$ cat src/rtl/spic_pkg.sv
// Shared types and constants for the split-input pointwise convolution block.
package spic_pkg;

    // Output-channel lanes working side by side; lane = out_channel low bits.
    localparam int NUM_LANES = 16;
    localparam int LANE_W    = 4;

    // Operation codes carried by an input request.
    localparam logic [1:0] OP_WEIGHT = 2'd0;
    localparam logic [1:0] OP_BIAS   = 2'd1;
    localparam logic [1:0] OP_PIXEL  = 2'd2;

    // Configuration register indexes.
    localparam logic [1:0] REG_IN_CHANNELS  = 2'd0;
    localparam logic [1:0] REG_OUT_CHANNELS = 2'd1;
    localparam logic [1:0] REG_BIAS_ENABLE  = 2'd2;

    typedef enum logic [1:0] {
        ST_IDLE,
        ST_COMPUTE,
        ST_DRAIN
    } state_t;

    typedef struct packed {
        logic [1:0]         operation;
        logic [5:0]         out_channel;
        logic [6:0]         in_channel;
        logic signed [7:0]  weight_value;
        logic signed [31:0] bias_value;
        logic signed [7:0]  inout_sample;
        logic signed [7:0]  res_sample;
        logic               last_pixel;
    } item_t;

    typedef struct packed {
        logic [5:0]         out_channel_index;
        logic signed [31:0] sum;
        logic               last_channel;
        logic               end_of_image;
    } result_t;

    // Table write broadcast to all lanes; each lane decodes its own hits.
    typedef struct packed {
        logic               weight_we;
        logic               bias_we;
        logic               second_half;
        logic [5:0]         oc;
        logic [5:0]         ic;
        logic signed [7:0]  weight_value;
        logic signed [31:0] bias_value;
    } wr_ctrl_t;

    // Accumulate control broadcast to all lanes.
    typedef struct packed {
        logic              upd_en;
        logic              first;
        logic              bias_en;
        logic signed [7:0] xa;
        logic signed [7:0] xb;
    } mac_ctrl_t;

endpackage

$ cat src/rtl/spic_lane.sv
// One output-channel lane: weight RAMs for both halves, bias and accumulators.
module spic_lane
    import spic_pkg::*;
#(
    parameter int PASSES  = 4,
    parameter int MAX_IN  = 64,
    parameter int LANE_ID = 0,
    localparam int PW     = (PASSES > 1) ? $clog2(PASSES) : 1
)
(
    input  logic            clk,
    input  wr_ctrl_t        wr,
    input  mac_ctrl_t       mac,
    input  logic [5:0]      rd_ch,
    input  logic [PW-1:0]   rd_pass,
    input  logic [PW-1:0]   sel_pass,
    output logic [31:0]     lane_sum
);

    localparam int DEPTH = PASSES * MAX_IN;
    localparam int AW    = (DEPTH > 1) ? $clog2(DEPTH) : 1;
    localparam int CW    = (MAX_IN > 1) ? $clog2(MAX_IN) : 1;

    logic signed [7:0]  weight_a_reg [DEPTH];
    logic signed [7:0]  weight_b_reg [DEPTH];
    logic signed [7:0]  rd_a_reg;
    logic signed [7:0]  rd_b_reg;
    logic [31:0]        bias_reg [PASSES];
    logic [31:0]        acc_reg [PASSES];

    logic               wr_hit;
    logic [5:0]         wr_shift;
    logic [PW-1:0]      wr_pass;
    logic [AW-1:0]      wr_addr;
    logic [AW-1:0]      rd_addr;
    logic signed [15:0] prod_a;
    logic signed [15:0] prod_b;
    logic signed [16:0] prod_sum;
    logic [31:0]        base;
    logic [31:0]        acc_next;

    assign wr_hit   = (wr.oc[LANE_W-1:0] == LANE_W'(LANE_ID));
    assign wr_shift = wr.oc >> LANE_W;
    assign wr_pass  = wr_shift[PW-1:0];
    assign wr_addr  = AW'(wr_pass) * AW'(MAX_IN) + AW'(wr.ic[CW-1:0]);
    assign rd_addr  = AW'(rd_pass) * AW'(MAX_IN) + AW'(rd_ch[CW-1:0]);

    always_ff @(posedge clk)
    begin
        if (wr.weight_we && wr_hit && !wr.second_half)
        begin
            weight_a_reg[wr_addr] <= wr.weight_value;
        end
        rd_a_reg <= weight_a_reg[rd_addr];
    end

    always_ff @(posedge clk)
    begin
        if (wr.weight_we && wr_hit && wr.second_half)
        begin
            weight_b_reg[wr_addr] <= wr.weight_value;
        end
        rd_b_reg <= weight_b_reg[rd_addr];
    end

    always_ff @(posedge clk)
    begin
        if (wr.bias_we && wr_hit)
        begin
            bias_reg[wr_pass] <= wr.bias_value;
        end
    end

    // Two 8x8 products, summed and sign-extended into the wrapping accumulator.
    assign prod_a   = rd_a_reg * mac.xa;
    assign prod_b   = rd_b_reg * mac.xb;
    assign prod_sum = {prod_a[15], prod_a} + {prod_b[15], prod_b};

    always_comb
    begin
        if (mac.first)
        begin
            base = mac.bias_en ? bias_reg[sel_pass] : 32'd0;
        end
        else
        begin
            base = acc_reg[sel_pass];
        end
        acc_next = base + {{15{prod_sum[16]}}, prod_sum};
    end

    always_ff @(posedge clk)
    begin
        if (mac.upd_en)
        begin
            acc_reg[sel_pass] <= acc_next;
        end
    end

    assign lane_sum = acc_reg[sel_pass];

endmodule

$ cat config.mk
export PLATFORM = sky130hd
export DESIGN_NAME = spic_lane
export DESIGN_NICKNAME = d
export VERILOG_FILES = /design/src/rtl/spic_pkg.sv /design/src/rtl/spic_lane.sv
export SDC_FILE = /design/constraint.sdc
export NUM_CORES = 2
export LEC_CHECK = 0
export ABC_AREA = 1
export BUFFER_PORTS_ARGS = -buffer_cell sky130_fd_sc_hd__buf_2
export CAP_MARGIN = 15
export CORE_MARGIN = 2
export CORE_UTILIZATION = 40
export CTS_CLUSTER_DIAMETER = 80
export CTS_CLUSTER_SIZE = 16
export DETAILED_ROUTE_END_ITERATION = 10
export MAX_ROUTING_LAYER = met4
export PLACE_DENSITY_LB_ADDON = 0.05
export SLEW_MARGIN = 10
export SYNTH_ARGS = -nofsm -noshare
export SYNTH_HDL_FRONTEND = slang
export SYNTH_MEMORY_MAX_BITS = 65536
export SYNTH_SLANG_ARGS = --single-unit
$ cat constraint.sdc
create_clock -name clk -period 11.8 [get_ports clk]
set_input_delay 2.36 -clock clk [delete_from_list [all_inputs] [get_ports clk]]
set_output_delay 2.36 -clock clk [all_outputs]
set_load 0.05 [all_outputs]
==> results <==
- OpenSTA, run right after detailed placement, puts the worst setup slack at 1.42 ns.
- Before antenna repair, the detailed router went through 6 iterations.
- The arrival time of data at the critical path endpoint is 9.94 ns.
- In this run the static leakage power is 64.0 nW.
- The run finished with clean final reports.
- The core area is 449000 sq um.
- Summed over all nets, wire length on met3 after detailed routing comes to 33600 um.
- The synthesis warning total is 0.
- In this run the remaining antenna-violating nets after routing total 0.
- The length of routed wiring on met1 is 256000 um.
- The max-slew violation count was 0.
- The area of all placed cells without fillers is 198000 sq um.
- The post-route setup TNS is 0 ns.
- The hold violation count in the final report is 0.
- The detailed router used layers up to and including met4.
- The die outline area is 457000 sq um.
- The path type of the worst setup path is input pin to flip-flop.
- The upper clock frequency limit is 108 MHz.
- In this run the worst path has a maximum fanout of 9.
- The proportion of layout cells with a drive suffix above 1 is 8.97%.
- The count of endpoints failing setup in the final report is 0.
- The number of levels in the clock H-tree is 5.
- After detailed routing, the total wire length is 580000 um.
- The first global-routing pass estimated 837000 um of wire.
- Gates resized during post-CTS repair numbered 0.
- The class of the most critical hold timing path is flip-flop to flip-flop.
- The number of library cell types mapped by synthesis is 51.
- After synthesis, the share of flip-flops with an asynchronous set or reset is 0%.
- In this run the count of I/O pins placed on the die edge is 117.
- The area of the mapped netlist is 180000 sq um.
- In the final layout, the multi-input gates occupy 43500 sq um.
- In this run, synthesis produced a sequential element count of 4368.
- The die is 676 um tall.
- The footprint of the flip-flops and latches is 131000 sq um.
- Across the routed clock network, the largest skew measured is 0.0570 ns.
- The initial antenna violation count is 30.
- TritonCTS created 315 clock buffers.
- Entering global routing, the biggest net connects 177 pins.
- TritonCTS built the clock tree.
- The sum of net half-perimeters after detailed placement is 333000 um.
- The sort of element at the end of the critical path is a flip-flop.
- The flip-flop cell with the highest count after synthesis is sky130_fd_sc_hd__edfxtp_1.
- The starting density of the core is 40.2%.
- Port buffering added 116 buffers.
- In this run the clock root is driven by a sky130_fd_sc_hd__clkbuf_16.
- The via count of the first global-routing pass is 115000.
- Dividing the detail-routed via count by the number of cells gives 5.82.
- Global routing used 25.5% of the available tracks.
- The cell area after placement is 190000 sq um.
- Across all setup checks in the final design, the least slack found is 2.53 ns.
- IR analysis of the VDD net gives a maximum drop of 1060 uV.
- The total DRC errors in the routed layout is 0.
- Yosys mapped a number of flops with a built-in enable equal to 4352.
- The longest clock path from root to sink contains 4 buffers.
- Setup repair after global routing left no endpoint under its margin.
- The post-layout net count is 14600.
- The part of the Yosys area used for sequential elements is 72.6%.
- The post-synthesis net count is 14600.
- The total of max-cap violations is 0.
- The area added between synthesis and finish is 9.89%.
- The number of hold buffers added after CTS was 0.
- The worst path required time is 12.48 ns.
- The clock transition at the registers of the reported paths is 0.07 ns.
- The library cells used most frequently in the layout, excluding fill and tap cells, are sky130_fd_sc_hd__edfxtp_1, sky130_fd_sc_hd__nor2_1, sky130_fd_sc_hd__o21ai_0.
- The delay contributed by the slowest stage of the critical path is 0.52 ns.
- The overall power consumption is 49.0 mW.
- Dividing the synthesized area by the synthesized cell count gives 12.6 sq um.
- The met2 wire length is 276000 um.
- For this block, the via count after detailed routing is 118000.
- The layout filler cell count is 41000.
- The congestion estimate from routability-driven global placement came to 0.840.
- The critical path launch point type is an input pin.
- Dividing total power by cell area gives a power density of 247 nW/um^2.
- The final period utilization is 78.5%.
- The gate count of the mapped netlist is 14300.
- The TritonCTS sink count is 4368.
- The detailed-route wire length per cell is 28.6 um.
- The overall overflow remaining after global route is 0.
- At the later pin of the worst-skew pair, clock insertion delay measures 0.97 ns.
- The violation count after the first detailed-routing iteration is 12500.
- The cell row count is 246.
- Post-CTS timing repair inserted 0 buffers for setup.
- Across all hold checks on the routed design, the worst slack comes to 0.942 ns.
- The most common library cell in the layout ignoring fill and taps is sky130_fd_sc_hd__edfxtp_1.
- The slowest stage cell on the critical path is sky130_fd_sc_hd__fa_1.
- For the finished layout, the period the worst path requires is 9.27 ns.
- In this run the tightest slew margin relative to its limit is 17.9%.
- The floorplan step set the die width to 676 um.
- At the pin with the least slew margin, the transition time is 1.23 ns.
## kinds of logic after synthesis
group                      share of synthesized area [%]
AOI/OAI and AO/OA                                   12.3
and+or+nand+nor                                     9.30
DFF                                                 72.6
adders and majority gates                           2.15
buffers and inverters                               3.49
xor gates and xnor gates                           0.194
## critical path: cells and delay by family
| kind | cells | cell delay (ns) |
|---|---|---|
| buffers and inverters | 8 | 0.74 |
| xor gates and xnor gates | 1 | 0.41 |
| adders and majority gates | 8 | 3.71 |
| and+or+nand+nor | 10 | 1.34 |
| AOI/OAI and AO/OA | 7 | 1.37 |
## where the power goes
part           switching [mW]  internal, mW
Sequential             0.0842          20.1
Clock                    5.29          4.90
Combinational            12.9          5.63
Total                    18.3          30.7
## cell type report
cell class	count	share of cell area, %
antenna	14	0.0177
clock buffer	330	4.09
clock inverter	29	0.154
inverter	366	0.711
multi-input combinational	8419	21.9
sequential	4368	66.1
tap	5952	3.76
timing repair buffer	816	3.27
## layer usage
metal / vias up / track usage, %
met5: - / -
met4: 0 / 5.63
met3: 613 / 3.12
met2: 3865 / 40.6
met1: 61100 / 35.4
li1: 52500 / -
## path summary, 6_finish.rpt
check            startpoint              to  slack [ns]  cells after the start
max                 mac[15]  acc_reg[0][24]        2.53                     34
min          bias_reg[3][0]   acc_reg[0][0]        0.94                      3
max reg2reg     rd_b_reg[7]  acc_reg[0][24]        3.78                     32
min reg2reg  bias_reg[3][0]   acc_reg[0][0]        0.94                      3
## cell usage after synthesis (15+ instances only)
cell	n	area, sq um
sky130_fd_sc_hd__nand4_1	16	100
sky130_fd_sc_hd__o22ai_1	1269	7940
sky130_fd_sc_hd__buf_1	92	345
sky130_fd_sc_hd__buf_2	279	1400
sky130_fd_sc_hd__a22o_1	24	210
sky130_fd_sc_hd__inv_1	344	1290
sky130_fd_sc_hd__o21ai_1	59	295
sky130_fd_sc_hd__o21ai_0	2479	12400
sky130_fd_sc_hd__nor2_1	2578	9680
sky130_fd_sc_hd__inv_2	15	56.3
sky130_fd_sc_hd__fa_1	144	2880
sky130_fd_sc_hd__nand2_1	699	2620
sky130_fd_sc_hd__buf_4	76	571
sky130_fd_sc_hd__nor3_1	534	2670
sky130_fd_sc_hd__nand3_1	259	1300
sky130_fd_sc_hd__a21oi_1	69	345
sky130_fd_sc_hd__xor2_1	27	236
sky130_fd_sc_hd__a22oi_1	47	353
sky130_fd_sc_hd__edfxtp_1	4352	131000
sky130_fd_sc_hd__a221oi_1	35	307
sky130_fd_sc_hd__clkbuf_1	651	2440
sky130_fd_sc_hd__ha_1	79	988
sky130_fd_sc_hd__dfxtp_1	16	320
## stage by stage
| step | cells | utilization, % |
|---|---|---|
| floorplan | 14300 | - |
| global placement | 19900 | 42.2 |
| detailed placement | 19900 | 42.3 |
| CTS | 20300 | 44.1 |
| global route | 20300 | 44.2 |
| finish | 20300 | 44.2 |
Note: power is estimated with default switching activity, not from simulation.
