--- src/rtl/spic_pkg.sv ---
// Shared types and constants for the split-input pointwise convolution block.
package spic_pkg;

    // Output-channel lanes working side by side; lane = out_channel low bits.
    localparam int NUM_LANES = 16;
    localparam int LANE_W    = 4;

    // Operation codes carried by an input request.
    localparam logic [1:0] OP_WEIGHT = 2'd0;
    localparam logic [1:0] OP_BIAS   = 2'd1;
    localparam logic [1:0] OP_PIXEL  = 2'd2;

    // Configuration register indexes.
    localparam logic [1:0] REG_IN_CHANNELS  = 2'd0;
    localparam logic [1:0] REG_OUT_CHANNELS = 2'd1;
    localparam logic [1:0] REG_BIAS_ENABLE  = 2'd2;

    typedef enum logic [1:0] {
        ST_IDLE,
        ST_COMPUTE,
        ST_DRAIN
    } state_t;

    typedef struct packed {
        logic [1:0]         operation;
        logic [5:0]         out_channel;
        logic [6:0]         in_channel;
        logic signed [7:0]  weight_value;
        logic signed [31:0] bias_value;
        logic signed [7:0]  inout_sample;
        logic signed [7:0]  res_sample;
        logic               last_pixel;
    } item_t;

    typedef struct packed {
        logic [5:0]         out_channel_index;
        logic signed [31:0] sum;
        logic               last_channel;
        logic               end_of_image;
    } result_t;

    // Table write broadcast to all lanes; each lane decodes its own hits.
    typedef struct packed {
        logic               weight_we;
        logic               bias_we;
        logic               second_half;
        logic [5:0]         oc;
        logic [5:0]         ic;
        logic signed [7:0]  weight_value;
        logic signed [31:0] bias_value;
    } wr_ctrl_t;

    // Accumulate control broadcast to all lanes.
    typedef struct packed {
        logic              upd_en;
        logic              first;
        logic              bias_en;
        logic signed [7:0] xa;
        logic signed [7:0] xb;
    } mac_ctrl_t;

endpackage

--- src/rtl/spic_merge.sv ---
// Merge stage: picks one lane's sum per cycle into the result register while no result is held stalled.
module spic_merge
    import spic_pkg::*;
(
    input  logic              clk,
    input  logic              rst_n,
    input  logic [31:0]       lane_sum [NUM_LANES],
    input  logic              load,
    input  logic [LANE_W-1:0] sel_lane,
    input  logic [5:0]        index,
    input  logic              last,
    input  logic              eoi,
    input  logic              result_stall,
    output logic              free,
    output logic              result_valid,
    output result_t           result
);

    logic    valid_reg;
    result_t result_reg;

    assign free = !valid_reg || !result_stall;

    always_ff @(posedge clk or negedge rst_n)
    begin
        if (!rst_n)
        begin
            valid_reg <= 1'b0;
        end
        else if (load)
        begin
            valid_reg <= 1'b1;
        end
        else if (!result_stall)
        begin
            valid_reg <= 1'b0;
        end
    end

    always_ff @(posedge clk)
    begin
        if (load)
        begin
            result_reg.out_channel_index <= index;
            result_reg.sum               <= lane_sum[sel_lane];
            result_reg.last_channel      <= last;
            result_reg.end_of_image      <= eoi;
        end
    end

    assign result_valid = valid_reg;
    assign result       = result_reg;

endmodule

--- config.mk ---
export PLATFORM = sky130hd
export DESIGN_NAME = spic_merge
export DESIGN_NICKNAME = d
export VERILOG_FILES = /design/src/rtl/spic_pkg.sv /design/src/rtl/spic_merge.sv
export SDC_FILE = /design/constraint.sdc
export NUM_CORES = 1
export LEC_CHECK = 0
export ABC_AREA = 1
export BUFFER_PORTS_ARGS = -buffer_cell sky130_fd_sc_hd__clkbuf_2
export CAP_MARGIN = 0
export CORE_AREA = 2 2 220 222
export DETAILED_ROUTE_END_ITERATION = 16
export DIE_AREA = 0 0 222 224
export GPL_TIMING_DRIVEN = 0
export PLACE_DENSITY = 0.43
export SYNTH_ARGS = -nofsm -noshare
export SYNTH_HDL_FRONTEND = slang
export SYNTH_SLANG_ARGS = --single-unit
export TNS_END_PERCENT = 50
--- constraint.sdc ---
create_clock -name clk -period 1.5 [get_ports clk]
set_input_delay 0.15 -clock clk [delete_from_list [all_inputs] [get_ports clk]]
set_output_delay 0.15 -clock clk [all_outputs]
set_load 0.05 [all_outputs]
==> flow_summary.toml, run 1 <==
[route]
wirelength_um = 57260
vias = 11705
wl_per_cell_um = 20.53
ant_nets = 0
drc = 0
drtIter0Drc = 648
viasPerCell = 4.197
dr.pass1.iters = 5

[synth]
yosysSeqAreaShare = 0.1561
syn_area_um2 = 7856
avgSynthCellArea_um2 = 4.932
ys_warn_count = 0
synth-compound-area-share = 0
ys_types = 14
synthAdderAreaFrac = 0
syn_inst = 1593
synth-xor-area-share = 0
syn-num-nets = 2121
synth-seq-cells = 41
synth_top_cell_area_share = 0.3220
synth_top_family_by_area = "simple AND/OR/NAND/NOR gates"
synthMuxAreaShare = 0
synth_top_area_cell = "nand2_1"
synthSimpleGateAreaFrac = 0.5667
synth_area_leaders = "nand2_1 (32%), nand3_1 (24%), inv_1 (18%), edfxtp_1 (15%), buf_6 (3.9%)"

[critical_path]
worstSetupPathType = "in -> reg"
crit_slowest_cell = "clkbuf_1"
ff2ff_path_depth = 2
worstPathMaxFanout = 10
cpLargestDelayFamily = "buffers and inverters"
worst_setup_path_start_kind = "input port"
critPathMaxStageDelay_ps = 400
crit_required_ps = 1550
path_buf_inv = 3
critPathArrivalTime_ps = 1520
end_kind = "register"
cp.depth = 5
path_cells = "clkbuf_1, inv_1, buf_2, nand3_1, nand2_1"

[clock_tree]
numClockSinks = 41
clock_path_buffers = 2
cts_tree = "done"
clock-root-buffer = "clkbuf_16"
path_clk_slew_ps = 70
cts_setup_buffers = 0
numCtsBuffers = 5
insertion_delay_ps = 300
h-tree-depth = 2

[timing]
fin_crit_ps = 1469
slew_headroom = 0.1690
fin_ws_ps = 30.60
worstMarginPinSlew_ps = 1247
clock_skew_ps = 0
period_share = 0.9796
setup_viol = 0
fmax_mhz = 680.6
report.final.slew_viol_count = 0
hold_violations = 0
rsz0062_at_grt = "yes"

[power]
power.density_nw_per_um2 = 537.5
irDropWorstVdd_uv = 357.5
leakagePower_nw = 7.863
p_total_w = 0.006299

[placement]
post-place-ws_ps = -920.8
routabilityCongestion = 0.9809
hpwl_um = 49030
io_buffers = 567

[final_layout]
fillCellCount = 5753
largest_reg_flops = 40
drive_gt1_frac = 0.3111
mostFrequentLayoutCell = "nand2_1"
num-nets-final = 2700
finish.utilization = 0.2475
synthToLayoutAreaGrowth_pct = 49.15
final_cell_mix = "nand2_1 (674), clkbuf_2 (574), inv_1 (387)"

[floorplan]
start_util = 0.1659
dieArea_um2 = 49730
rows = 80
die_h_um = 224
fp.dieW_um = 222
top_level_ports = 570
coreArea_um2 = 47350

[global_routing]
grt_pass1_vias = 11991
grt_pass1_wl_um = 80470
antenna_found_initial = 2
grt_use_total = 0.2253
overflow = 0
grt_start_max_net_pins = 42

[status]
outcome = "finished clean"

[hold_path]
hold-path-cell-count = 1
holdCritPathClass = "in -> reg"

[flow_run]
maxCapViolCount = 0
## metal layers
metal | global-route usage | share of wire | routed length (µm)
met4 | 0.06059 | 0.023 | 1344
met2 | 0.4009 | 0.49 | 27920
met3 | 0.02846 | 0.052 | 2952
met5 | 0 | 0.00033 | 19
met1 | 0.2857 | 0.44 | 25020
## logic make-up after synthesis
kind of cell | Yosys count
and+or+nand+nor | 1058
DFF | 41
buffers and inverters | 494
## cells in the mapped netlist, drive strengths merged
library cell,count
edfxtp,40
nand2,674
nand3,384
clkbuf,11
buf,94
dfrtp,1
inv,389
## final timing paths
kind | start | to | slack (ps)
setup / recovery | sel_lane[3] | result[9] | 30
hold / removal | index[1] | result[35] | 20
setup reg to reg | result_valid | result_valid | 880
hold reg to reg | result_valid | result_valid | 500
max in group asynchronous | rst_n | result_valid | 1260
min in group asynchronous | rst_n | result_valid | 160
## stage by stage
stage | TNS [ps] | instance area, µm² | hold slack (ps) | std cells
final | 0 | 11720 | 20.07 | 2789
after detailed placement | -19190 | 11460 | -71.81 | 2775
after global placement | -17800 | 11460 | -74.24 | 2775
after CTS | 0 | 11720 | 3.332 | 2788
after global routing | -0.5321 | 11720 | 3.966 | 2788
after floorplan | 0 | 7856 | -145.6 | 1593
## power breakdown
group / leakage [nW] / internal, W / total (W) / switching (W)
Clock: 0.0842 / 0.000791 / 0.00135 / 0.000554
Sequential: 0.402 / 0.00141 / 0.00144 / 0.0000300
Combinational: 7.38 / 0.00123 / 0.00351 / 0.00228
Total: 7.86 / 0.00343 / 0.00630 / 0.00287
## layout make-up
type,count,area [µm²],area share
antenna,1,2.502,0.0002136
buffer,105,745.7,0.06364
clock buffer,5,125.1,0.01068
clock inverter,3,43.79,0.003737
inverter,389,1465,0.1250
multi-input combinational,1058,4452,0.3799
sequential,41,1226,0.1046
tap,615,769.5,0.06567
timing repair buffer,572,2888,0.2464
## repair_timing
item / in CTS / in global routing
hold endpoints to repair: 5 / 0
resized for setup: 17 / 7
setup endpoints to repair: 32 / 10
hold buffers: 5 / 0
Power figures use the tool's default switching activity.
==> run 2, diff against run 1 <==
Settings changed: CELL_PAD_IN_SITES_DETAIL_PLACEMENT set to 1, CELL_PAD_IN_SITES_GLOBAL_PLACEMENT set to 1, PLACE_DENSITY 0.43 to not set, PLACE_DENSITY_LB_ADDON set to 0.25.
==> flow_summary.toml, run 2 (same netlist as run 1, synthesis figures left out) <==
[timing]
hold_ws_ps = 20.63
fin_setup_tns_ps = 0
fin_crit_ps = 1440
setup_viol = 0
worstMarginPinSlew_ps = 1301
period_share = 0.9601
hold_violations = 0
rsz0062_at_grt = "no"
fmax_mhz = 694.4
slew_headroom = 0.1328
clock_skew_ps = 0
report.final.slew_viol_count = 0

[floorplan]
rows = 80
dieArea_um2 = 49730
coreArea_um2 = 47350
start_util = 0.1659
top_level_ports = 570
fp.dieW_um = 222
die_h_um = 224

[global_routing]
grt_use_total = 0.2319
overflow = 0
grt_pass1_vias = 12791
antenna_found_initial = 6
grt_pass1_wl_um = 83710
grt_start_max_net_pins = 42

[placement]
hpwl_um = 49990
io_buffers = 567
dp_cells = 2775
place_area_um2 = 11460
routabilityCongestion = 0.8774

[route]
viasPerCell = 4.205
drtIter0Drc = 528
wirelength_um = 58990
wl_per_cell_um = 21.16
vias = 11723
dr.pass1.iters = 4
ant_nets = 0
drc = 0

[final_layout]
drive_gt1_frac = 0.3112
final_cells = 2788
synthToLayoutAreaGrowth_pct = 48.54
num-nets-final = 2696
mostFrequentLayoutCell = "nand2_1"
final_area_um2 = 11670
fillCellCount = 6505
final_cell_mix = "nand2_1 (674), clkbuf_2 (575), inv_1 (387)"
largest_reg_flops = 40

[critical_path]
worstSetupPathType = "in -> reg"
critPathMaxStageDelay_ps = 540
critPathArrivalTime_ps = 1480
crit_path_frequent_cell = "nand3_1"
end_kind = "register"
crit_slowest_cell = "clkdlybuf4s18_2"
path_cells = "clkbuf_2, inv_2, clkdlybuf4s18_2, nand3_1, nand3_1, nand2_1"
worstPathMaxFanout = 10
worstReg2RegStart = "result_valid"
path_buf_inv = 3
cpLargestDelayFamily = "buffers and inverters"
cp-startpoint = "sel_lane[2]"
worst_setup_path_start_kind = "input port"
crit_required_ps = 1540

[clock_tree]
insertion_delay_ps = 300
cts_tree = "done"
numCtsBuffers = 5
path_clk_slew_ps = 70
clock_path_buffers = 2
clock-root-buffer = "clkbuf_16"
h-tree-depth = 2
numClockSinks = 41

[power]
irDropWorstVdd_uv = 400.4
p_int_w = 0.003300
sw_frac_of_total = 0.4622
leakagePower_nw = 7.832
p_sw_w = 0.002836
pwr-share-clk = 0.195
comb_power_share = 0.569
pwr-share-seq = 0.235
power.density_nw_per_um2 = 525.9

[status]
outcome = "finished clean"

[flow_run]
maxCapViolCount = 0

[hold_path]
min-delay-start = "index[0]"
holdCritPathClass = "in -> reg"
==> run 2: changes by cell type in the layout (fill, tap and decap cells not counted), sizes merged, moves of 3 or more <==
cell         change
diode            +3
dlygate4sd3      -4
clkbuf           +6
buf              -5
==> run 2: repair_timing <==
action                                  CTS  global route
buffers inserted                          0             0
resized for setup                        12            12
endpoints found under the setup margin   32            17
hold endpoints to repair                  1             0
gates cloned                              0             0
pin swaps                                 0             0
hold buffers                              1             0
==> run 2: path summary, 6_finish.rpt <==
path / end / slack, ps / depth (start not counted)
setup / recovery: result[5] / 60 / 6
hold / removal: result[34] / 20 / 1
setup reg to reg: result_valid / 860 / 2
hold reg to reg: result_valid / 520 / 2
max in group asynchronous: result_valid / 1250 / 2
min in group asynchronous: result_valid / 170 / 2
==> run 2: per-layer routing <==
layer | share of wire | track usage | vias up
li1 | - | - | 5877
met1 | 0.44 | 0.2936 | 5425
met2 | 0.49 | 0.4176 | 374
met3 | 0.049 | 0.03148 | 43
met4 | 0.018 | 0.04926 | 4
met5 | 0.00042 | 0 | -
==> run 2: power groups by stage <==
stage          Clock (W)  Sequential, W  Combinational [W]
2_1_floorplan          0        0.00190            0.00140
3_3_place_gp           0        0.00147            0.00350
3_5_place_dp           0        0.00147            0.00353
4_1_cts          0.00125        0.00145            0.00355
5_1_grt          0.00127        0.00146            0.00385
6_report         0.00120        0.00144            0.00349
==> run 2: area by class of cell <==
class / instances / area (µm²) / share of cell area
Timing Repair Buffer: 568 / 2848 / 0.2440
Inverter: 389 / 1465 / 0.1256
Antenna cell: 4 / 10.01 / 0.0008577
Sequential cell: 41 / 1226 / 0.1051
Tap cell: 615 / 769.5 / 0.06594
Multi-Input combinational cell: 1058 / 4452 / 0.3815
Buffer: 105 / 749.5 / 0.06422
Clock inverter: 1 / 7.507 / 0.0006433
Clock buffer: 7 / 142.6 / 0.01222
==> run 2: metrics by stage <==
stage | util | power (W) | worst slack, ps
after floorplan | - | 0.003297 | 257.9
after detailed placement | 0.2421 | 0.004997 | -609.5
after global placement | 0.2421 | 0.004970 | -592.5
after CTS | 0.2460 | 0.006246 | 11.46
after global routing | 0.2465 | 0.006578 | 0.7799
final | 0.2465 | 0.006137 | 59.88
==> run 3, diff against run 2 <==
Settings changed: ABC_AREA 1 to not set, CORE_AREA 2 2 220 222 to 2 2 225 227, DIE_AREA 0 0 222 224 to 0 0 227 229.
==> flow_summary.toml, run 3 <==
[final_layout]
fillCellCount = 5879
diodes = 0
num-nets-final = 1426
mostFrequentLayoutCell = "clkbuf_2"
largest_reg_flops = 40
synthToLayoutAreaGrowth_pct = 83.46
drive_gt1_frac = 0.8265
final_cell_mix = "clkbuf_2 (577), mux4_2 (128), a22oi_1 (63)"

[route]
viasPerCell = 3.805
dr.pass1.iters = 4
wirelength_um = 35040
wl_per_cell_um = 22.30
ant_nets = 0
drtIter0Drc = 189
vias = 5978
drc = 0

[synth]
async_reset_ff_frac = 0.02439
yosys.cell_count.top_type = "mux4_2"
synth-seq-cells = 41
synth_top_cell_area_share = 0.5828
synth.top_cells.by_count = "mux4_2 (128), a22oi_1 (64), edfxtp_1 (40), nand2_1 (33), clkbuf_1 (17)"
avgSynthCellArea_um2 = 15.75
syn_area_um2 = 4946
synth_area_leaders = "mux4_2 (58%), edfxtp_1 (24%), a22oi_1 (9.7%), nand2_1 (2.5%), buf_4 (1.4%)"
ys_warn_count = 0
synth_top_area_cell = "mux4_2"
syn_inst = 314
syn-num-nets = 842
yosysSeqAreaShare = 0.2479
synth_edf_count = 40
ys_types = 13
synthFlopType = "edfxtp_1"

[power]
pwr-share-clk = 0.277
comb_power_share = 0.467
pwr-share-seq = 0.255
power.density_nw_per_um2 = 628.4
p_sw_w = 0.002033
leakagePower_nw = 4.189
irDropWorstVdd_uv = 385.5
p_total_w = 0.005702
p_int_w = 0.003669
sw_frac_of_total = 0.3566

[timing]
period_share = 0.9593
worstMarginPinSlew_ps = 703.9
slew_headroom = 0.5308
rsz0062_at_grt = "yes"
fmax_mhz = 695.0
fin_crit_ps = 1439
hold_ws_ps = 67.47
clock_skew_ps = 0
setup_viol = 0
fin_setup_tns_ps = 0
hold_violations = 0
report.final.slew_viol_count = 0

[global_routing]
grt_use_total = 0.1312
antenna_found_initial = 0
overflow = 0
grt_start_max_net_pins = 42
met2_usage = 0.2484
grt_util_met3 = 0.02694
grt_pass1_wl_um = 47780
use_met1 = 0.1461
busiest_layer = "met2"
grt_pass1_vias = 7080

[clock_tree]
h-tree-depth = 2
numCtsBuffers = 5
insertion_delay_ps = 320
numClockSinks = 41
clock_path_buffers = 2
clock-root-buffer = "clkbuf_16"
cts_tree = "done"
path_clk_slew_ps = 70

[floorplan]
top_level_ports = 570
rows = 82
start_util = 0.09960
die_h_um = 229
dieArea_um2 = 51980
fp.dieW_um = 227
coreArea_um2 = 49660

[critical_path]
end_kind = "register"
worst_setup_path_start_kind = "input port"
critPathArrivalTime_ps = 1510
worstPathMaxFanout = 10
crit_required_ps = 1570
worstSetupPathType = "in -> reg"

[placement]
io_buffers = 567
routabilityCongestion = 0.8594
hpwl_um = 30380

[flow_run]
maxCapViolCount = 0

[status]
outcome = "finished clean"

[hold_path]
holdCritPathClass = "in -> reg"
[run 3: cell count changes in the layout (fill, tap and decap cells not counted), sizes merged, moves of 3 or more]
cell / before / now
nand2: 674 / 33
diode: 4 / 0
clkbuf: 590 / 587
buf: 88 / 29
dlygate4sd3: 1 / 9
mux4: 0 / 128
inv: 389 / 1
nand3: 384 / 0
a22oi: 0 / 64
[run 3: timing repair]
item / 4_1_cts / 5_1_grt
resized for setup: 39 / 10
buffers inserted: 0 / 0
hold buffers: 9 / 0
setup endpoints to repair: 32 / 21
hold endpoints to repair: 9 / 0
[run 3: logic make-up (layout without fill, tap and decap cells)]
family | Yosys count | in the layout | synth area share
AOI/OAI and AO/OA | 64 | 64 | 0.09714
muxes | 128 | 128 | 0.5828
DFF | 41 | 41 | 0.2479
and+or+nand+nor | 38 | 38 | 0.03086
buffers and inverters | 43 | 628 | 0.04123
[run 3: cell type report]
class                      count  area [µm²]  area share
clock inverter                 3       68.82    0.007584
clock buffer                   5       125.1     0.01379
buffer                        43       344.1     0.03792
sequential                    41        1226      0.1351
multi-input combinational    230        3521      0.3880
timing repair buffer         577        2948      0.3249
tap                          672       840.8     0.09266
[run 3: stage by stage]
stage	worst slack, ps	cell area [µm²]	std cells	util
finish	61.11	9074	1571	0.1827
detailed placement	-852.8	8708	1553	0.1754
CTS	25.21	9036	1570	0.1820
global placement	-878.0	8708	1553	0.1754
floorplan	16.28	5030	314	-
global route	-22.82	9074	1571	0.1827
[run 3: final timing paths]
| check | start | endpoint | slack, ps | depth (start not counted) |
|---|---|---|---|---|
| max | sel_lane[0] | result[16] | 60 | 5 |
| min | result_stall | result_valid | 70 | 3 |
| max reg2reg | result_valid | result_valid | 860 | 2 |
| min reg2reg | result_valid | result_valid | 530 | 2 |
| max in group asynchronous | rst_n | result_valid | 1280 | 2 |
| min in group asynchronous | rst_n | result_valid | 140 | 2 |
[run 3: routing by layer]
metal / part of all wire / up-vias
met3: 0.064 / 32
li1: - / 2625
met5: 0 / -
met2: 0.53 / 314
met1: 0.38 / 3007
met4: 0.021 / 0
[run 3: worst max-delay path, cell delays in order]
cell,delay [ps]
buf_6,210
buf_8,220
mux4_2,530
a22oi_1,280
nand2_1,90
[run 3: power groups by stage]
stage	combinational, W	clock, W	sequential [W]
finish	0.00266	0.00158	0.00146
global route	0.00285	0.00169	0.00147
CTS	0.00271	0.00169	0.00146
detailed placement	0.00267	0	0.00149
global placement	0.00266	0	0.00148
floorplan	0.000990	0	0.00194
